--- config.mk ---
export PLATFORM = sky130hd
export DESIGN_NAME = midi_track_event_parser_flat
export DESIGN_NICKNAME = d
export VERILOG_FILES = /design/src/design/mtep_pkg.sv /design/src/design/mtep_if.sv /design/src/design/mtep_in_stage.sv /design/src/design/mtep_parser.sv /design/src/design/mtep_out_stage.sv /design/src/design/midi_track_event_parser.sv /design/src/flat_wrapper.sv
export SDC_FILE = /design/constraint.sdc
export NUM_CORES = 1
export LEC_CHECK = 0
export BUFFER_PORTS_ARGS = -buffer_cell sky130_fd_sc_hd__buf_2
export CAP_MARGIN = 25
export CORE_MARGIN = 2
export CORE_UTILIZATION = 42
export CTS_BUF_LIST = sky130_fd_sc_hd__clkbuf_4
export DETAILED_ROUTE_END_ITERATION = 7
export GPL_ROUTABILITY_DRIVEN = 0
export GPL_TIMING_DRIVEN = 0
export PLACE_DENSITY = 0.59
export SYNTH_ARGS = -nofsm -noshare
export SYNTH_HDL_FRONTEND = slang
export SYNTH_SLANG_ARGS = --single-unit
--- constraint.sdc ---
create_clock -name i_clk -period 6.4 [get_ports i_clk]
set_input_delay 0.32 -clock i_clk [delete_from_list [all_inputs] [get_ports i_clk]]
set_output_delay 0.32 -clock i_clk [all_outputs]
set_load 0.01 [all_outputs]
--- src/design/mtep_pkg.sv ---
`default_nettype none
// ============================================================================
// mtep_pkg: shared types and constants of the MIDI track event parser
// Status codes, parser phases, result word layout and the size-field helper.
// ============================================================================
package mtep_pkg;

    // Default width of the delta-time accumulator
    localparam int DELTA_BITS_DEF = 28;

    // Field widths of the words on both channels
    localparam int BYTE_W  = 8;
    localparam int KIND_W  = 4;
    localparam int CHAN_W  = 4;
    localparam int KEY_W   = 7;
    localparam int VALUE_W = 24;
    localparam int TICKS_W = 28;
    localparam int LEN_W   = 28;
    localparam int DATA_W  = 7;
    localparam int COUNT_W = 2;

    // Status and meta codes
    localparam logic [BYTE_W-1:0] ST_SYSEX  = 8'hF0;
    localparam logic [BYTE_W-1:0] ST_ESCAPE = 8'hF7;
    localparam logic [BYTE_W-1:0] ST_META   = 8'hFF;
    localparam logic [BYTE_W-1:0] META_EOT  = 8'h2F;
    localparam logic [BYTE_W-1:0] META_TEMPO = 8'h51;

    // High nibble of channel status bytes
    localparam logic [3:0] HI_NOTE_OFF   = 4'h8;
    localparam logic [3:0] HI_NOTE_ON    = 4'h9;
    localparam logic [3:0] HI_KEY_PRESS  = 4'hA;
    localparam logic [3:0] HI_CONTROL    = 4'hB;
    localparam logic [3:0] HI_PROGRAM    = 4'hC;
    localparam logic [3:0] HI_CHAN_PRESS = 4'hD;
    localparam logic [3:0] HI_SYSTEM     = 4'hF;

    // Last tempo byte index and tempo payload size
    localparam logic [COUNT_W-1:0] TEMPO_LAST  = 2'd2;
    localparam logic [LEN_W-1:0]   TEMPO_BYTES = 28'd3;

    typedef enum logic [3:0] {
        PH_DELTA      = 4'd0,
        PH_STATUS     = 4'd1,
        PH_DATA1      = 4'd2,
        PH_DATA2      = 4'd3,
        PH_META_TYPE  = 4'd4,
        PH_META_LEN   = 4'd5,
        PH_TEMPO      = 4'd6,
        PH_SYSEX_LEN  = 4'd7,
        PH_SYSEX_PEEK = 4'd8,
        PH_SKIP       = 4'd9,
        PH_DONE       = 4'd10
    } t_phase;

    typedef enum logic [KIND_W-1:0] {
        KIND_NOTE_OFF    = 4'd0,
        KIND_NOTE_ON     = 4'd1,
        KIND_KEY_PRESS   = 4'd2,
        KIND_CONTROL     = 4'd3,
        KIND_PROGRAM     = 4'd4,
        KIND_CHAN_PRESS  = 4'd5,
        KIND_BEND        = 4'd6,
        KIND_TEMPO       = 4'd7,
        KIND_END         = 4'd8,
        KIND_NO_RUNNING  = 4'd9,
        KIND_UNSUPPORTED = 4'd10
    } t_kind;

    // Input word
    typedef struct packed {
        logic [BYTE_W-1:0] data_byte;
        logic              track_start;
    } t_byte_word;

    // Result word
    typedef struct packed {
        t_kind              event_kind;
        logic [CHAN_W-1:0]  channel;
        logic [KEY_W-1:0]   key_or_number;
        logic [VALUE_W-1:0] event_value;
        logic [TICKS_W-1:0] delta_ticks;
        logic               delta_saturated;
    } t_event;

    // Parser datapath state besides phase and delta
    typedef struct packed {
        logic [BYTE_W-1:0]  running;
        logic [BYTE_W-1:0]  cur_status;
        logic [BYTE_W-1:0]  meta_type;
        logic [LEN_W-1:0]   length;
        logic [LEN_W-1:0]   skip;
        logic [DATA_W-1:0]  first;
        logic [VALUE_W-1:0] value;
        logic [COUNT_W-1:0] count;
    } t_parse_state;

    localparam t_parse_state PARSE_RESET = '0;

    // Shift one size byte into a length, saturating at all ones
    function automatic logic [LEN_W-1:0] add_length(input logic [LEN_W-1:0] len,
                                                    input logic [BYTE_W-1:0] b);
        if (|len[LEN_W-1 -: DATA_W]) begin
            return '1;
        end
        return {len[LEN_W-DATA_W-1:0], b[DATA_W-1:0]};
    endfunction

endpackage
`default_nettype wire

--- src/design/mtep_if.sv ---
`default_nettype none
// ============================================================================
// mtep_if: channel interfaces of the MIDI track event parser
// Byte channel in, event channel out, each with valid/ready handshake.
// ============================================================================
interface mtep_byte_if;
    logic                       valid;
    logic                       ready;
    logic [mtep_pkg::BYTE_W-1:0] data_byte;
    logic                       track_start;

    modport source (output valid, output data_byte, output track_start, input ready);
    modport sink   (input valid, input data_byte, input track_start, output ready);
endinterface

interface mtep_event_if;
    logic                         valid;
    logic                         ready;
    logic [mtep_pkg::KIND_W-1:0]  event_kind;
    logic [mtep_pkg::CHAN_W-1:0]  channel;
    logic [mtep_pkg::KEY_W-1:0]   key_or_number;
    logic [mtep_pkg::VALUE_W-1:0] event_value;
    logic [mtep_pkg::TICKS_W-1:0] delta_ticks;
    logic                         delta_saturated;

    modport source (output valid, output event_kind, output channel, output key_or_number,
                    output event_value, output delta_ticks, output delta_saturated,
                    input ready);
    modport sink   (input valid, input event_kind, input channel, input key_or_number,
                    input event_value, input delta_ticks, input delta_saturated,
                    output ready);
endinterface
`default_nettype wire

--- src/design/mtep_in_stage.sv ---
`default_nettype none
// ============================================================================
// mtep_in_stage: input register
// Captures one byte word and holds it until the parser consumes it.
// ============================================================================
module mtep_in_stage (
    input  wire logic             i_clk,
    input  wire logic             i_rst_n,
    mtep_byte_if.sink             i_byte,
    input  wire logic             i_take,
    output logic                  o_valid,
    output mtep_pkg::t_byte_word  o_word
);

    logic                 r_valid;
    mtep_pkg::t_byte_word r_word;
    logic                 w_load;

    // Accept when empty or when the held word leaves this cycle
    assign i_byte.ready = !r_valid || i_take;
    assign w_load       = i_byte.valid && i_byte.ready;

    // Track occupancy
    always_ff @(posedge i_clk) begin
        if (!i_rst_n) begin
            r_valid <= 1'b0;
        end else if (w_load) begin
            r_valid <= 1'b1;
        end else if (i_take) begin
            r_valid <= 1'b0;
        end
    end

    // Hold the word
    always_ff @(posedge i_clk) begin
        if (w_load) begin
            r_word.data_byte   <= i_byte.data_byte;
            r_word.track_start <= i_byte.track_start;
        end
    end

    assign o_valid = r_valid;
    assign o_word  = r_word;

endmodule
`default_nettype wire

--- src/design/mtep_parser.sv ---
`default_nettype none
// ============================================================================
// mtep_parser: track body parser state machine
// Decodes one byte per cycle when fired: delta time, status, data, meta and sysex
// framing, and forms at most one event word per byte.
// ============================================================================
module mtep_parser #(
    parameter int DELTA_BITS = mtep_pkg::DELTA_BITS_DEF
) (
    input  wire logic                 i_clk,
    input  wire logic                 i_rst_n,
    input  wire logic                 i_fire,
    input  wire mtep_pkg::t_byte_word i_word,
    output logic                      o_emit,
    output mtep_pkg::t_event          o_event
);

    mtep_pkg::t_phase       r_phase, n_phase, c_phase;
    mtep_pkg::t_parse_state r_dp, n_dp, c_dp;
    logic [DELTA_BITS-1:0]  r_delta, n_delta, c_delta;
    logic                   r_clamped, n_clamped, c_clamped;

    logic [mtep_pkg::BYTE_W-1:0]  w_b;
    logic [mtep_pkg::DATA_W-1:0]  w_d;
    logic                         w_msb;
    logic [mtep_pkg::BYTE_W-1:0]  w_st;
    logic                         w_no_running;
    logic                         w_st_meta;
    logic                         w_st_sysex;
    logic                         w_st_chan;
    logic [mtep_pkg::BYTE_W-1:0]  w_d1_status;
    logic                         w_d1_single;
    logic [mtep_pkg::LEN_W-1:0]   w_len_next;
    logic [mtep_pkg::VALUE_W-1:0] w_tempo_val;
    logic                         w_tempo_last;
    logic                         w_surplus;
    logic                         w_skip_done;
    logic                         w_delta_sat;
    logic [DELTA_BITS-1:0]        w_delta_next;
    logic                         w_emit;
    mtep_pkg::t_event             w_event;

    // Apply a track start before anything else
    assign c_phase   = i_word.track_start ? mtep_pkg::PH_DELTA : r_phase;
    assign c_dp      = i_word.track_start ? mtep_pkg::PARSE_RESET : r_dp;
    assign c_delta   = i_word.track_start ? '0 : r_delta;
    assign c_clamped = i_word.track_start ? 1'b0 : r_clamped;

    // Byte and status decode
    assign w_b          = i_word.data_byte;
    assign w_d          = w_b[mtep_pkg::DATA_W-1:0];
    assign w_msb        = w_b[mtep_pkg::BYTE_W-1];
    assign w_st         = w_msb ? w_b : c_dp.running;
    assign w_no_running = !w_msb && (c_dp.running == '0);
    assign w_st_meta    = (w_st == mtep_pkg::ST_META);
    assign w_st_sysex   = w_msb && ((w_b == mtep_pkg::ST_SYSEX) || (w_b == mtep_pkg::ST_ESCAPE));
    assign w_st_chan    = (w_st[7:4] != mtep_pkg::HI_SYSTEM);
    assign w_d1_status  = (c_phase == mtep_pkg::PH_STATUS) ? w_st : c_dp.cur_status;
    assign w_d1_single  = (w_d1_status[7:4] == mtep_pkg::HI_PROGRAM) ||
                          (w_d1_status[7:4] == mtep_pkg::HI_CHAN_PRESS);

    // Size, tempo and skip arithmetic
    assign w_len_next   = mtep_pkg::add_length(c_dp.length, w_b);
    assign w_tempo_val  = {c_dp.value[mtep_pkg::VALUE_W-mtep_pkg::BYTE_W-1:0], w_b};
    assign w_tempo_last = (c_dp.count >= mtep_pkg::TEMPO_LAST);
    assign w_surplus    = (c_dp.length > mtep_pkg::TEMPO_BYTES);
    assign w_skip_done  = (c_dp.skip <= mtep_pkg::LEN_W'(1));

    // Delta accumulation with saturation
    assign w_delta_sat  = |c_delta[DELTA_BITS-1 -: mtep_pkg::DATA_W];
    assign w_delta_next = w_delta_sat ? '1 : ((c_delta << mtep_pkg::DATA_W) | DELTA_BITS'(w_d));

    // Next phase
    always_comb begin
        n_phase = c_phase;
        unique case (c_phase)
            mtep_pkg::PH_DELTA: begin
                n_phase = w_msb ? mtep_pkg::PH_DELTA : mtep_pkg::PH_STATUS;
            end
            mtep_pkg::PH_STATUS: begin
                if (w_no_running) begin
                    n_phase = mtep_pkg::PH_DONE;
                end else if (w_st_meta) begin
                    n_phase = w_msb ? mtep_pkg::PH_META_TYPE : mtep_pkg::PH_META_LEN;
                end else if (w_st_sysex) begin
                    n_phase = mtep_pkg::PH_SYSEX_LEN;
                end else if (w_st_chan) begin
                    if (w_msb) begin
                        n_phase = mtep_pkg::PH_DATA1;
                    end else begin
                        n_phase = w_d1_single ? mtep_pkg::PH_DELTA : mtep_pkg::PH_DATA2;
                    end
                end else begin
                    n_phase = w_msb ? mtep_pkg::PH_DELTA : mtep_pkg::PH_STATUS;
                end
            end
            mtep_pkg::PH_DATA1: begin
                n_phase = w_d1_single ? mtep_pkg::PH_DELTA : mtep_pkg::PH_DATA2;
            end
            mtep_pkg::PH_DATA2: begin
                n_phase = mtep_pkg::PH_DELTA;
            end
            mtep_pkg::PH_META_TYPE: begin
                n_phase = mtep_pkg::PH_META_LEN;
            end
            mtep_pkg::PH_META_LEN: begin
                if (!w_msb) begin
                    if (c_dp.meta_type == mtep_pkg::META_EOT) begin
                        n_phase = mtep_pkg::PH_DONE;
                    end else if (c_dp.meta_type == mtep_pkg::META_TEMPO) begin
                        n_phase = mtep_pkg::PH_TEMPO;
                    end else begin
                        n_phase = (w_len_next == '0) ? mtep_pkg::PH_DELTA : mtep_pkg::PH_SKIP;
                    end
                end
            end
            mtep_pkg::PH_TEMPO: begin
                if (w_tempo_last) begin
                    n_phase = w_surplus ? mtep_pkg::PH_SKIP : mtep_pkg::PH_DELTA;
                end
            end
            mtep_pkg::PH_SYSEX_LEN: begin
                if (!w_msb) begin
                    if (c_dp.cur_status == mtep_pkg::ST_SYSEX) begin
                        n_phase = mtep_pkg::PH_SYSEX_PEEK;
                    end else begin
                        n_phase = (w_len_next == '0) ? mtep_pkg::PH_DELTA : mtep_pkg::PH_SKIP;
                    end
                end
            end
            mtep_pkg::PH_SYSEX_PEEK: begin
                if (w_b == mtep_pkg::ST_ESCAPE) begin
                    n_phase = (c_dp.length == '0) ? mtep_pkg::PH_DELTA : mtep_pkg::PH_SKIP;
                end else if (c_dp.length == '0) begin
                    // byte opens the next delta time
                    n_phase = w_msb ? mtep_pkg::PH_DELTA : mtep_pkg::PH_STATUS;
                end else begin
                    // byte is the first payload byte
                    n_phase = (c_dp.length == mtep_pkg::LEN_W'(1)) ? mtep_pkg::PH_DELTA
                                                                    : mtep_pkg::PH_SKIP;
                end
            end
            mtep_pkg::PH_SKIP: begin
                n_phase = w_skip_done ? mtep_pkg::PH_DELTA : mtep_pkg::PH_SKIP;
            end
            mtep_pkg::PH_DONE: begin
                n_phase = mtep_pkg::PH_DONE;
            end
            default: begin
                n_phase = mtep_pkg::PH_DELTA;
            end
        endcase
    end

    // Datapath update and event word
    always_comb begin
        n_dp      = c_dp;
        n_delta   = c_delta;
        n_clamped = c_clamped;
        w_emit    = 1'b0;
        w_event.event_kind      = mtep_pkg::KIND_NOTE_OFF;
        w_event.channel         = '0;
        w_event.key_or_number   = '0;
        w_event.event_value     = '0;
        w_event.delta_ticks     = mtep_pkg::TICKS_W'(c_delta);
        w_event.delta_saturated = c_clamped;

        // Restart the delta on every return to the delta phase
        if ((n_phase == mtep_pkg::PH_DELTA) && (c_phase != mtep_pkg::PH_DELTA)) begin
            n_delta   = '0;
            n_clamped = 1'b0;
        end

        case (c_phase)
            mtep_pkg::PH_DELTA: begin
                n_delta   = w_delta_next;
                n_clamped = c_clamped | w_delta_sat;
            end
            mtep_pkg::PH_STATUS: begin
                if (w_no_running) begin
                    w_emit = 1'b1;
                    w_event.event_kind = mtep_pkg::KIND_NO_RUNNING;
                end else begin
                    if (w_msb && !w_st_sysex) begin
                        n_dp.running = w_b;
                    end
                    n_dp.cur_status = w_st;
                    if (w_st_meta) begin
                        if (!w_msb) begin
                            n_dp.meta_type = w_b;
                            n_dp.length    = '0;
                        end
                    end else if (w_st_sysex) begin
                        n_dp.length = '0;
                    end else if (w_st_chan) begin
                        if (!w_msb) begin
                            n_dp.first = w_d;
                            if (w_d1_single) begin
                                w_emit = 1'b1;
                            end
                        end
                    end else begin
                        w_emit = 1'b1;
                        w_event.event_kind = mtep_pkg::KIND_UNSUPPORTED;
                        n_delta   = w_msb ? '0 : DELTA_BITS'(w_d);
                        n_clamped = 1'b0;
                    end
                end
            end
            mtep_pkg::PH_DATA1: begin
                n_dp.first = w_d;
                if (w_d1_single) begin
                    w_emit = 1'b1;
                end
            end
            mtep_pkg::PH_DATA2: begin
                w_emit = 1'b1;
                w_event.channel       = c_dp.cur_status[3:0];
                w_event.key_or_number = c_dp.first;
                w_event.event_value   = mtep_pkg::VALUE_W'(w_d);
                case (c_dp.cur_status[7:4])
                    mtep_pkg::HI_NOTE_OFF:  w_event.event_kind = mtep_pkg::KIND_NOTE_OFF;
                    mtep_pkg::HI_NOTE_ON:   w_event.event_kind = (w_d == '0) ?
                                                mtep_pkg::KIND_NOTE_OFF : mtep_pkg::KIND_NOTE_ON;
                    mtep_pkg::HI_KEY_PRESS: w_event.event_kind = mtep_pkg::KIND_KEY_PRESS;
                    mtep_pkg::HI_CONTROL:   w_event.event_kind = mtep_pkg::KIND_CONTROL;
                    default: begin
                        w_event.event_kind    = mtep_pkg::KIND_BEND;
                        w_event.key_or_number = '0;
                        w_event.event_value   = mtep_pkg::VALUE_W'({w_d, c_dp.first});
                    end
                endcase
            end
            mtep_pkg::PH_META_TYPE: begin
                n_dp.meta_type = w_b;
                n_dp.length    = '0;
            end
            mtep_pkg::PH_META_LEN: begin
                n_dp.length = w_len_next;
                if (!w_msb) begin
                    if (c_dp.meta_type == mtep_pkg::META_EOT) begin
                        w_emit = 1'b1;
                        w_event.event_kind = mtep_pkg::KIND_END;
                    end else if (c_dp.meta_type == mtep_pkg::META_TEMPO) begin
                        n_dp.count = '0;
                        n_dp.value = '0;
                    end else begin
                        n_dp.skip = (w_len_next == '0) ? c_dp.skip : w_len_next;
                    end
                end
            end
            mtep_pkg::PH_TEMPO: begin
                n_dp.value = w_tempo_val;
                if (!w_tempo_last) begin
                    n_dp.count = c_dp.count + mtep_pkg::COUNT_W'(1);
                end else begin
                    n_dp.count = '0;
                    w_emit = 1'b1;
                    w_event.event_kind  = mtep_pkg::KIND_TEMPO;
                    w_event.event_value = w_tempo_val;
                    if (w_surplus) begin
                        n_dp.skip = c_dp.length - mtep_pkg::TEMPO_BYTES;
                    end
                end
            end
            mtep_pkg::PH_SYSEX_LEN: begin
                n_dp.length = w_len_next;
                if (!w_msb && (c_dp.cur_status != mtep_pkg::ST_SYSEX) && (w_len_next != '0)) begin
                    n_dp.skip = w_len_next;
                end
            end
            mtep_pkg::PH_SYSEX_PEEK: begin
                if (w_b == mtep_pkg::ST_ESCAPE) begin
                    if (c_dp.length != '0) begin
                        n_dp.skip = c_dp.length;
                    end
                end else if (c_dp.length == '0) begin
                    n_delta   = DELTA_BITS'(w_d);
                    n_clamped = 1'b0;
                end else begin
                    n_dp.skip = c_dp.length - mtep_pkg::LEN_W'(1);
                end
            end
            mtep_pkg::PH_SKIP: begin
                n_dp.skip = (c_dp.skip == '0) ? '0 : (c_dp.skip - mtep_pkg::LEN_W'(1));
            end
            default: begin
                n_dp = c_dp;
            end
        endcase

        // Program and channel pressure take their fields from the first data byte
        if (w_emit && ((c_phase == mtep_pkg::PH_DATA1) ||
                       ((c_phase == mtep_pkg::PH_STATUS) && !w_no_running && w_st_chan &&
                        !w_st_meta && !w_st_sysex))) begin
            w_event.event_kind  = (w_d1_status[7:4] == mtep_pkg::HI_PROGRAM) ?
                                  mtep_pkg::KIND_PROGRAM : mtep_pkg::KIND_CHAN_PRESS;
            w_event.channel     = w_d1_status[3:0];
            w_event.event_value = mtep_pkg::VALUE_W'(w_d);
        end
    end

    // Advance parser state on each consumed byte
    always_ff @(posedge i_clk) begin
        if (!i_rst_n) begin
            r_phase   <= mtep_pkg::PH_DELTA;
            r_dp      <= mtep_pkg::PARSE_RESET;
            r_delta   <= '0;
            r_clamped <= 1'b0;
        end else if (i_fire) begin
            r_phase   <= n_phase;
            r_dp      <= n_dp;
            r_delta   <= n_delta;
            r_clamped <= n_clamped;
        end
    end

    assign o_emit  = w_emit;
    assign o_event = w_event;

    // A finished track yields nothing until the next track start
    a_done_silent: assert property (@(posedge i_clk) disable iff (!i_rst_n)
        (i_fire && (r_phase == mtep_pkg::PH_DONE) && !i_word.track_start) |-> !w_emit)
        else $error("event produced after end of track");

    // End of track or a missing running status parks the parser
    a_end_parks: assert property (@(posedge i_clk) disable iff (!i_rst_n)
        (i_fire && w_emit && ((w_event.event_kind == mtep_pkg::KIND_END) ||
                              (w_event.event_kind == mtep_pkg::KIND_NO_RUNNING)))
        |=> (r_phase == mtep_pkg::PH_DONE))
        else $error("parser not parked after final event");

    // The skip phase always has bytes left to drop
    a_skip_nonzero: assert property (@(posedge i_clk) disable iff (!i_rst_n)
        (r_phase == mtep_pkg::PH_SKIP) |-> (r_dp.skip != '0))
        else $error("skip phase with empty count");

    // Tempo byte count stays within three bytes
    a_tempo_count: assert property (@(posedge i_clk) disable iff (!i_rst_n)
        (r_dp.count <= mtep_pkg::TEMPO_LAST))
        else $error("tempo byte count overrun");

endmodule
`default_nettype wire

--- src/design/mtep_out_stage.sv ---
`default_nettype none
// ============================================================================
// mtep_out_stage: result register
// Holds one event word until the downstream side takes it.
// ============================================================================
module mtep_out_stage (
    input  wire logic             i_clk,
    input  wire logic             i_rst_n,
    input  wire logic             i_load,
    input  wire mtep_pkg::t_event i_event,
    output logic                  o_free,
    mtep_event_if.source          o_event
);

    logic             r_valid;
    mtep_pkg::t_event r_event;

    // Free when empty or emptied this cycle
    assign o_free = !r_valid || o_event.ready;

    // Track occupancy
    always_ff @(posedge i_clk) begin
        if (!i_rst_n) begin
            r_valid <= 1'b0;
        end else if (i_load) begin
            r_valid <= 1'b1;
        end else if (o_event.ready) begin
            r_valid <= 1'b0;
        end
    end

    // Hold the word
    always_ff @(posedge i_clk) begin
        if (i_load) begin
            r_event <= i_event;
        end
    end

    assign o_event.valid           = r_valid;
    assign o_event.event_kind      = r_event.event_kind;
    assign o_event.channel         = r_event.channel;
    assign o_event.key_or_number   = r_event.key_or_number;
    assign o_event.event_value     = r_event.event_value;
    assign o_event.delta_ticks     = r_event.delta_ticks;
    assign o_event.delta_saturated = r_event.delta_saturated;

endmodule
`default_nettype wire

--- src/design/midi_track_event_parser.sv ---
// Path: an accepted byte is held in the input register, decoded by the parser, and
//   its event word is loaded into the result register.
// Throughput: one byte per cycle unless stalled; the parser updates once per byte.
// A stalled output holds one result and one more byte in the input register.
// Reset: synchronous active-low i_rst_n clears the parser to the delta phase and
//   empties both registers; no clearing pass.
`default_nettype none
// ============================================================================
// midi_track_event_parser: MIDI file track event parser, top level
// Input register, byte parser and result register in a single pass.
// ============================================================================
module midi_track_event_parser #(
    parameter int DELTA_BITS = mtep_pkg::DELTA_BITS_DEF
) (
    input  wire logic    i_clk,
    input  wire logic    i_rst_n,
    mtep_byte_if.sink    i_byte,
    mtep_event_if.source o_event
);

    logic                 w_in_valid;
    mtep_pkg::t_byte_word w_word;
    logic                 w_out_free;
    logic                 w_fire;
    logic                 w_emit;
    mtep_pkg::t_event     w_event;

    // Consume the held byte when the result register can take its word
    assign w_fire = w_in_valid && w_out_free;

    mtep_in_stage u_in (
        .i_clk   (i_clk),
        .i_rst_n (i_rst_n),
        .i_byte  (i_byte),
        .i_take  (w_fire),
        .o_valid (w_in_valid),
        .o_word  (w_word)
    );

    mtep_parser #(
        .DELTA_BITS (DELTA_BITS)
    ) u_parser (
        .i_clk   (i_clk),
        .i_rst_n (i_rst_n),
        .i_fire  (w_fire),
        .i_word  (w_word),
        .o_emit  (w_emit),
        .o_event (w_event)
    );

    mtep_out_stage u_out (
        .i_clk   (i_clk),
        .i_rst_n (i_rst_n),
        .i_load  (w_fire && w_emit),
        .i_event (w_event),
        .o_free  (w_out_free),
        .o_event (o_event)
    );

endmodule
`default_nettype wire

--- src/flat_wrapper.sv ---
// flat-port wrapper written by rule: the top's interface ports become plain ports
module midi_track_event_parser_flat 
#(
    parameter int DELTA_BITS = mtep_pkg::DELTA_BITS_DEF
)
  (i_clk, i_rst_n, i_byte_valid, i_byte_data_byte, i_byte_track_start, i_byte_ready, o_event_valid, o_event_event_kind, o_event_channel, o_event_key_or_number, o_event_event_value, o_event_delta_ticks, o_event_delta_saturated, o_event_ready);
  mtep_byte_if i_byte_i ();
  mtep_event_if o_event_i ();
  input  wire logic i_clk;
  input  wire logic i_rst_n;
  input wire logic [$bits(i_byte_i.valid)-1:0] i_byte_valid;
  input wire logic [$bits(i_byte_i.data_byte)-1:0] i_byte_data_byte;
  input wire logic [$bits(i_byte_i.track_start)-1:0] i_byte_track_start;
  output wire logic [$bits(i_byte_i.ready)-1:0] i_byte_ready;
  output wire logic [$bits(o_event_i.valid)-1:0] o_event_valid;
  output wire logic [$bits(o_event_i.event_kind)-1:0] o_event_event_kind;
  output wire logic [$bits(o_event_i.channel)-1:0] o_event_channel;
  output wire logic [$bits(o_event_i.key_or_number)-1:0] o_event_key_or_number;
  output wire logic [$bits(o_event_i.event_value)-1:0] o_event_event_value;
  output wire logic [$bits(o_event_i.delta_ticks)-1:0] o_event_delta_ticks;
  output wire logic [$bits(o_event_i.delta_saturated)-1:0] o_event_delta_saturated;
  input wire logic [$bits(o_event_i.ready)-1:0] o_event_ready;
  assign i_byte_i.valid = i_byte_valid;
  assign i_byte_i.data_byte = i_byte_data_byte;
  assign i_byte_i.track_start = i_byte_track_start;
  assign i_byte_ready = i_byte_i.ready;
  assign o_event_valid = o_event_i.valid;
  assign o_event_event_kind = o_event_i.event_kind;
  assign o_event_channel = o_event_i.channel;
  assign o_event_key_or_number = o_event_i.key_or_number;
  assign o_event_event_value = o_event_i.event_value;
  assign o_event_delta_ticks = o_event_i.delta_ticks;
  assign o_event_delta_saturated = o_event_i.delta_saturated;
  assign o_event_i.ready = o_event_ready;
  midi_track_event_parser #(.DELTA_BITS(DELTA_BITS)) u_core (.i_clk(i_clk), .i_rst_n(i_rst_n), .i_byte(i_byte_i), .o_event(o_event_i));
endmodule
==> results.cfg, run 1 <==
[outcome]
outcome = finished clean

[clock_network]
cts_tree = yes
clk_path_buf_depth = 3
cts_max_level = 2
clock_sinks = 217
cts_inserted_buffers = 58
cts_root_buf = clkbuf_4
clkLatencyLatePin_ns = 0.76
clk_pin_slew_worst_paths_ns = 0.07

[route]
antenna_left = 0
wirelength_um = 54600
via_per_inst = 6.63
avgRoutedWirePerCell_um = 24.7
dr.first_iter.drc_count = 2393
drc = 0
drtPass1Iterations = 8
dr_total_vias = 14667

[synth]
synthDistinctLibCells = 89
synth_top_area_cell = dfxtp_1
synth_area_leaders = dfxtp_1 (21%), edfxtp_1 (18%), a21oi_1 (5.9%)
syn_inst = 1608
synthTopCellsByCount = nor2_1 (204), a21oi_1 (153), nand2_1 (144)
ys_dominant_reg_cell = dfxtp_1
async_flop_share_pct = 0
synth.avg_cell_area_sq_um = 8.13
ys_seq_area_share_pct = 39.1
synth_top_area_share_pct = 21.4
yosysMostFrequentCell = nor2_1
synth_nets = 1627
synth_edf_count = 77
yosysWarnings = 0
synth_area_sq_um = 13100
ys_ff_latch = 217

[die]
row_count = 64
die_h_um = 180
die_width_um = 180
core_sq_um = 30600
io_pins = 83
die-area_sq_um = 32600
start_util_pct = 42.8

[power_and_ir_drop]
leakage_nw = 5.33
p_switching_mw = 0.934
power_mw = 3.13
power_density_nw_per_um2 = 210
pwr-share-seq_pct = 47.0
vdd_drop_max_uv = 119
power_frac_comb_pct = 12.9
power_frac_clock_pct = 40.1
switching_share_pct = 29.9
p_int_mw = 2.19

[sta]
drv_slew = 0
slew_headroom_pct = 24.7
hold_viol = 0
finalSetupViolations = 0
rsz0062_at_grt = no
tightest_slew_ns = 1.13
finalCriticalPeriod_ns = 6.23
fin_crit_sh_pct = 97.4
finalClockSkew_ns = 0.0741
finalSetupTns_ns = 0
fmax_mhz = 160

[placed_design]
dp_hpwl_um = 39400
place.port_buffers = 82
dpl.cell_count = 2089

[setup_path]
worst-setup-path-type = reg -> reg
critPathLaunchType = flop
path_max_fanout = 10
crit_required_ns = 7.05
worstPathArrival_ns = 6.88
crit_path_end_kind = flop

[layout]
final_util_pct = 48.8
drive_gt1_share_pct = 14.1
fillers = 3128
area_delta_synth_final_pct = 14.0
layout.nets = 1785
layout.cells.non_filler = 2212

[global_routing]
grt.total_usage_pct = 32.2
overflow = 0
globalRouteMet2Util_pct = 48.0
use_met1_pct = 42.4
grt_util_met3_pct = 8.61
grt_pass1_vias = 13413
busiest_layer = met2
grt_start_max_net_pins = 37
antenna_found_initial = 1
grt_pass1_wl_um = 81700

[hold_path]
min_path_type = in -> reg

[flow_run]
cap_violations = 0
[power groups by stage]
stage               clock [mW]  sequential (mW)  combinational, mW
floorplan                    0             1.50              0.248
global placement             0             1.50              0.373
detailed placement           0             1.50              0.375
CTS                       1.28             1.47              0.383
global route              1.36             1.47              0.424
finish                    1.25             1.47              0.403
[per-stage QoR]
step / hold WS, ns / setup slack [ns] / cell area (sq um)
after floorplan: 0.419 / 1.21 / 13100
after detailed placement: 0.450 / 0.369 / 14000
after global routing: 0.133 / 0.165 / 14900
after CTS: 0.0229 / 0.419 / 14900
after global placement: 0.441 / -0.296 / 14000
final: 0.111 / 0.168 / 14900
[area by class of cell]
| class | count | area (sq um) | area share [%] |
|---|---|---|---|
| Timing Repair Buffer | 98 | 568 | 3.81 |
| Multi-Input combinational cell | 1234 | 7320 | 49.1 |
| Clock inverter | 29 | 155 | 1.04 |
| Clock buffer | 80 | 601 | 4.03 |
| Buffer | 136 | 582 | 3.90 |
| Sequential cell | 217 | 5110 | 34.3 |
| Tap cell | 396 | 495 | 3.32 |
| Inverter | 21 | 78.8 | 0.528 |
| Antenna cell | 1 | 2.50 | 0.0168 |
[layer usage]
metal | routed length [um] | vias to the layer above
li1 | - | 6352
met1 | 21100 | 6843
met2 | 23100 | 1199
met3 | 6950 | 271
met4 | 3460 | 2
met5 | 22 | -
[what timing repair did]
| item | CTS | global route |
|---|---|---|
| hold endpoints to repair | 10 | 1 |
| hold buffers | 11 | 1 |
| gates resized for setup | 0 | 1 |
| endpoints found under the setup margin | 0 | 5 |
| buffers inserted | 0 | 0 |
[worst max-delay path: stages, from the launching register on]
cell      delay, ns
edfxtp_1       0.54
buf_2          0.28
inv_2          0.16
clkbuf_1       0.61
buf_1          0.51
buf_1          0.72
clkbuf_1       0.62
clkbuf_1       0.53
nand2_1        0.21
ha_1           0.26
a31oi_2        0.51
clkbuf_1       0.53
o21ai_0        0.22
o21ai_0        0.12
o21ai_0        0.15
a21oi_1        0.19
[worst paths after layout]
check                                start                        to  slack [ns]  cells past startpoint
setup / recovery     u_core.u_in.o_word[0]  u_core.u_parser.r_dp[38]        0.17                     15
hold / removal                     i_rst_n  u_core.u_parser.r_dp[50]        0.11                      4
setup reg to reg     u_core.u_in.o_word[0]  u_core.u_parser.r_dp[38]        0.17                     15
hold reg to reg   u_core.u_parser.r_dp[96]  u_core.u_parser.r_dp[96]        0.46                      2
[state kept, by name, summed over array words and instances (netlist names)]
signal / cells
u_core.u_parser.r_dp: 105
u_core.u_out.o_event.delta_ticks: 28
u_core.u_parser.r_delta: 28
u_core.u_out.o_event.event_value: 24
u_core.u_in.o_word: 9
u_core.u_out.o_event.key_or_number: 7
u_core.u_out.o_event.channel: 4
u_core.u_out.o_event.event_kind: 4
u_core.u_parser.r_phase: 4
u_core.u_in.o_valid: 1
u_core.u_out.o_event.delta_saturated: 1
u_core.u_out.o_event.valid: 1
u_core.u_parser.r_clamped: 1
[layout by cell type (no fill, tap or decap), types with 22 or more instances in the layout]
cell type,n
nor2_1,203
a21oi_1,153
nand2_1,144
dfxtp_1,140
buf_2,109
o21ai_0,105
clkbuf_1,97
clkbuf_4,81
edfxtp_1,77
a22oi_1,61
nor2b_1,43
nand3_1,35
nor3_1,34
a31oi_1,34
and2_1,32
nand4_1,25
nor4_1,22
[cells by family after synthesis]
family / synth area share [%]
adders and majority gates: 0.574
AOI/OAI and AO/OA: 29.0
and+or+nand+nor: 23.9
buffers and inverters: 5.05
muxes: 0.536
xor gates and xnor gates: 1.87
DFF: 39.1
Power figures use the tool's default switching activity.
==> run 2: changes to the inputs <==
--- a/config.mk
+++ b/config.mk
@@ -12,7 +12,6 @@
 export CTS_BUF_LIST = sky130_fd_sc_hd__clkbuf_4
 export DETAILED_ROUTE_END_ITERATION = 7
 export GPL_ROUTABILITY_DRIVEN = 0
-export GPL_TIMING_DRIVEN = 0
 export PLACE_DENSITY = 0.59
 export SYNTH_ARGS = -nofsm -noshare
 export SYNTH_HDL_FRONTEND = slang
==> run 2 against run 1 <==
The run now ends with design-rule violations left. Clock skew grew 0.015 ns. Final area shrank 2.6%. Core utilization down 1.3 points. Non-clock buffer count shrank 119. Critical path depth shrank 3. First-iteration DRC count is 36% lower. Hold slack improved by 0.18 ns. Critical path type unchanged. Critical endpoint is now u_core.u_parser.r_dp[53]. Highest routed layer is now met4.
==> results.cfg, run 2 (synthesis results as in run 1) <==
[setup_path]
path_max_fanout = 25
slowest_stage = edfxtp_1
worst-setup-path-type = reg -> reg
rr_endpoint = u_core.u_parser.r_dp[53]
max_stage_delay_ns = 0.63
worstPathCellList = inv_2, buf_4, nand2_1, inv_1, ha_1, o21bai_1, nor2_1, nor4b_1, a21oi_1, o21ai_0, nor4_1, o32ai_1
crit_path_end_kind = flop
critPathTopFamily = simple AND/OR/NAND/NOR gates
r2r-start = u_core.u_in.o_word[0]
crit_buf_inv = 3
critPathLaunchType = flop
rr_worst_depth = 12
crit_required_ns = 7.00
reg2reg_slack_ns = 2.22
worstPathArrival_ns = 4.78

[clock_network]
clk_pin_slew_worst_paths_ns = 0.07
clkLatencyLatePin_ns = 0.76
cts_max_level = 2
clock_sinks = 217
clk_path_buf_depth = 3
cts_root_buf = clkbuf_4
cts_resized = 0
cts_tree = yes
cts_inserted_buffers = 59

[flow_run]
cap_violations = 0

[layout]
final-seq-area_sq_um = 5110
final_util_pct = 47.5
mostFrequentLayoutCells = nor2_1 (203), a21oi_1 (152), nand2_1 (144), dfxtp_1 (140), o21ai_0 (105)
fillers = 3109
multiInputGateArea_sq_um = 7340
final_common_cell = nor2_1
largest-register = u_core.u_parser.r_dp
drive_gt1_share_pct = 14.8
largest_reg_flops = 105
area_delta_synth_final_pct = 11.1
final_area_sq_um = 14500
layout.cells.non_filler = 2096
layout.nets = 1667

[global_routing]
overflow = 0
grt_pass1_vias = 12604
antenna_found_initial = 1
grt_start_max_net_pins = 138
grt.total_usage_pct = 28.0
grt_pass1_wl_um = 73100

[power_and_ir_drop]
pwr-share-seq_pct = 48.3
power_density_nw_per_um2 = 213
p_switching_mw = 0.891
power_frac_clock_pct = 41.0
switching_share_pct = 28.8
power_mw = 3.09
p_int_mw = 2.20
leakage_nw = 5.18
vdd_drop_max_uv = 104
power_frac_comb_pct = 10.7

[sta]
finalSetupViolations = 0
hold_viol = 0
fmax_mhz = 239
finalSetupTns_ns = 0
slew_headroom_pct = 24.8
finalClockSkew_ns = 0.0889
rsz0062_at_grt = no
hold_ws_ns = 0.292
fin_crit_sh_pct = 65.2
setup_slack_ns = 2.22
drv_slew = 0
finalCriticalPeriod_ns = 4.18
tightest_slew_ns = 1.13

[route]
dr.first_iter.drc_count = 1540
wirelength_um = 47300
via_per_inst = 6.42
drc = 3
antenna_left = 0
drtPass1Iterations = 8
dr_total_vias = 13466
avgRoutedWirePerCell_um = 22.6

[die]
start_util_pct = 42.8
row_count = 64
die_h_um = 180
die_width_um = 180
core_sq_um = 30600
io_pins = 83
die-area_sq_um = 32600

[placed_design]
place_area_sq_um = 13600
dpl.cell_count = 1970
pre_cts_slack_ns = 2.38
place.port_buffers = 82
dp_hpwl_um = 32400

[outcome]
outcome = finished with violations
violations = design-rule violations

[hold_path]
min_path_type = in -> reg
worstHoldPathCells = 2
hp-start = i_rst_n
hold-path-endpoint = u_core.u_parser.r_dp[36]
run 2: worst max-delay path by stage:
stage	from	endpoint	cells past startpoint
6_report	u_core.u_in.o_word[0]	u_core.u_parser.r_dp[53]	12
5_1_grt	u_core.u_parser.r_phase[0]	u_core.u_out.o_event.key_or_number[4]	8
4_1_cts	u_core.u_in.o_word[0]	u_core.u_out.o_event.delta_ticks[23]	8
3_5_place_dp	u_core.u_in.o_word[0]	u_core.u_out.o_event.delta_ticks[25]	8
3_3_place_gp	u_core.u_in.o_word[0]	u_core.u_parser.r_dp[49]	12
2_1_floorplan	u_core.u_parser.r_phase[2]	u_core.u_out.o_event.channel[0]	9
run 2: what timing repair did:
item,CTS,global route
endpoints found under the hold margin,11,0
setup endpoints to repair,0,0
hold buffers,12,0
buffers inserted,0,0
run 2: metal layers:
| layer | routed length (um) | global-route usage (%) | up-vias |
|---|---|---|---|
| li1 | - | - | 6117 |
| met1 | 19200 | 36.4 | 6313 |
| met2 | 20900 | 43.3 | 828 |
| met3 | 4430 | 5.88 | 208 |
| met4 | 2740 | 15.6 | 0 |
| met5 | 0 | 0 | - |
run 2: area by class of cell:
class | instances | share of cell area, %
multi-input combinational | 1234 | 50.5
sequential | 217 | 35.2
timing repair buffer | 115 | 4.96
clock buffer | 83 | 4.29
tap | 396 | 3.41
clock inverter | 29 | 1.08
inverter | 21 | 0.551
antenna | 1 | 0.0172
run 2: power by group through the flow:
| stage | Combinational, mW | Sequential (mW) | Clock, mW |
|---|---|---|---|
| 2_1_floorplan | 0.248 | 1.50 | 0 |
| 3_3_place_gp | 0.314 | 1.52 | 0 |
| 3_5_place_dp | 0.314 | 1.52 | 0 |
| 4_1_cts | 0.321 | 1.49 | 1.30 |
| 5_1_grt | 0.355 | 1.50 | 1.37 |
| 6_report | 0.331 | 1.50 | 1.27 |
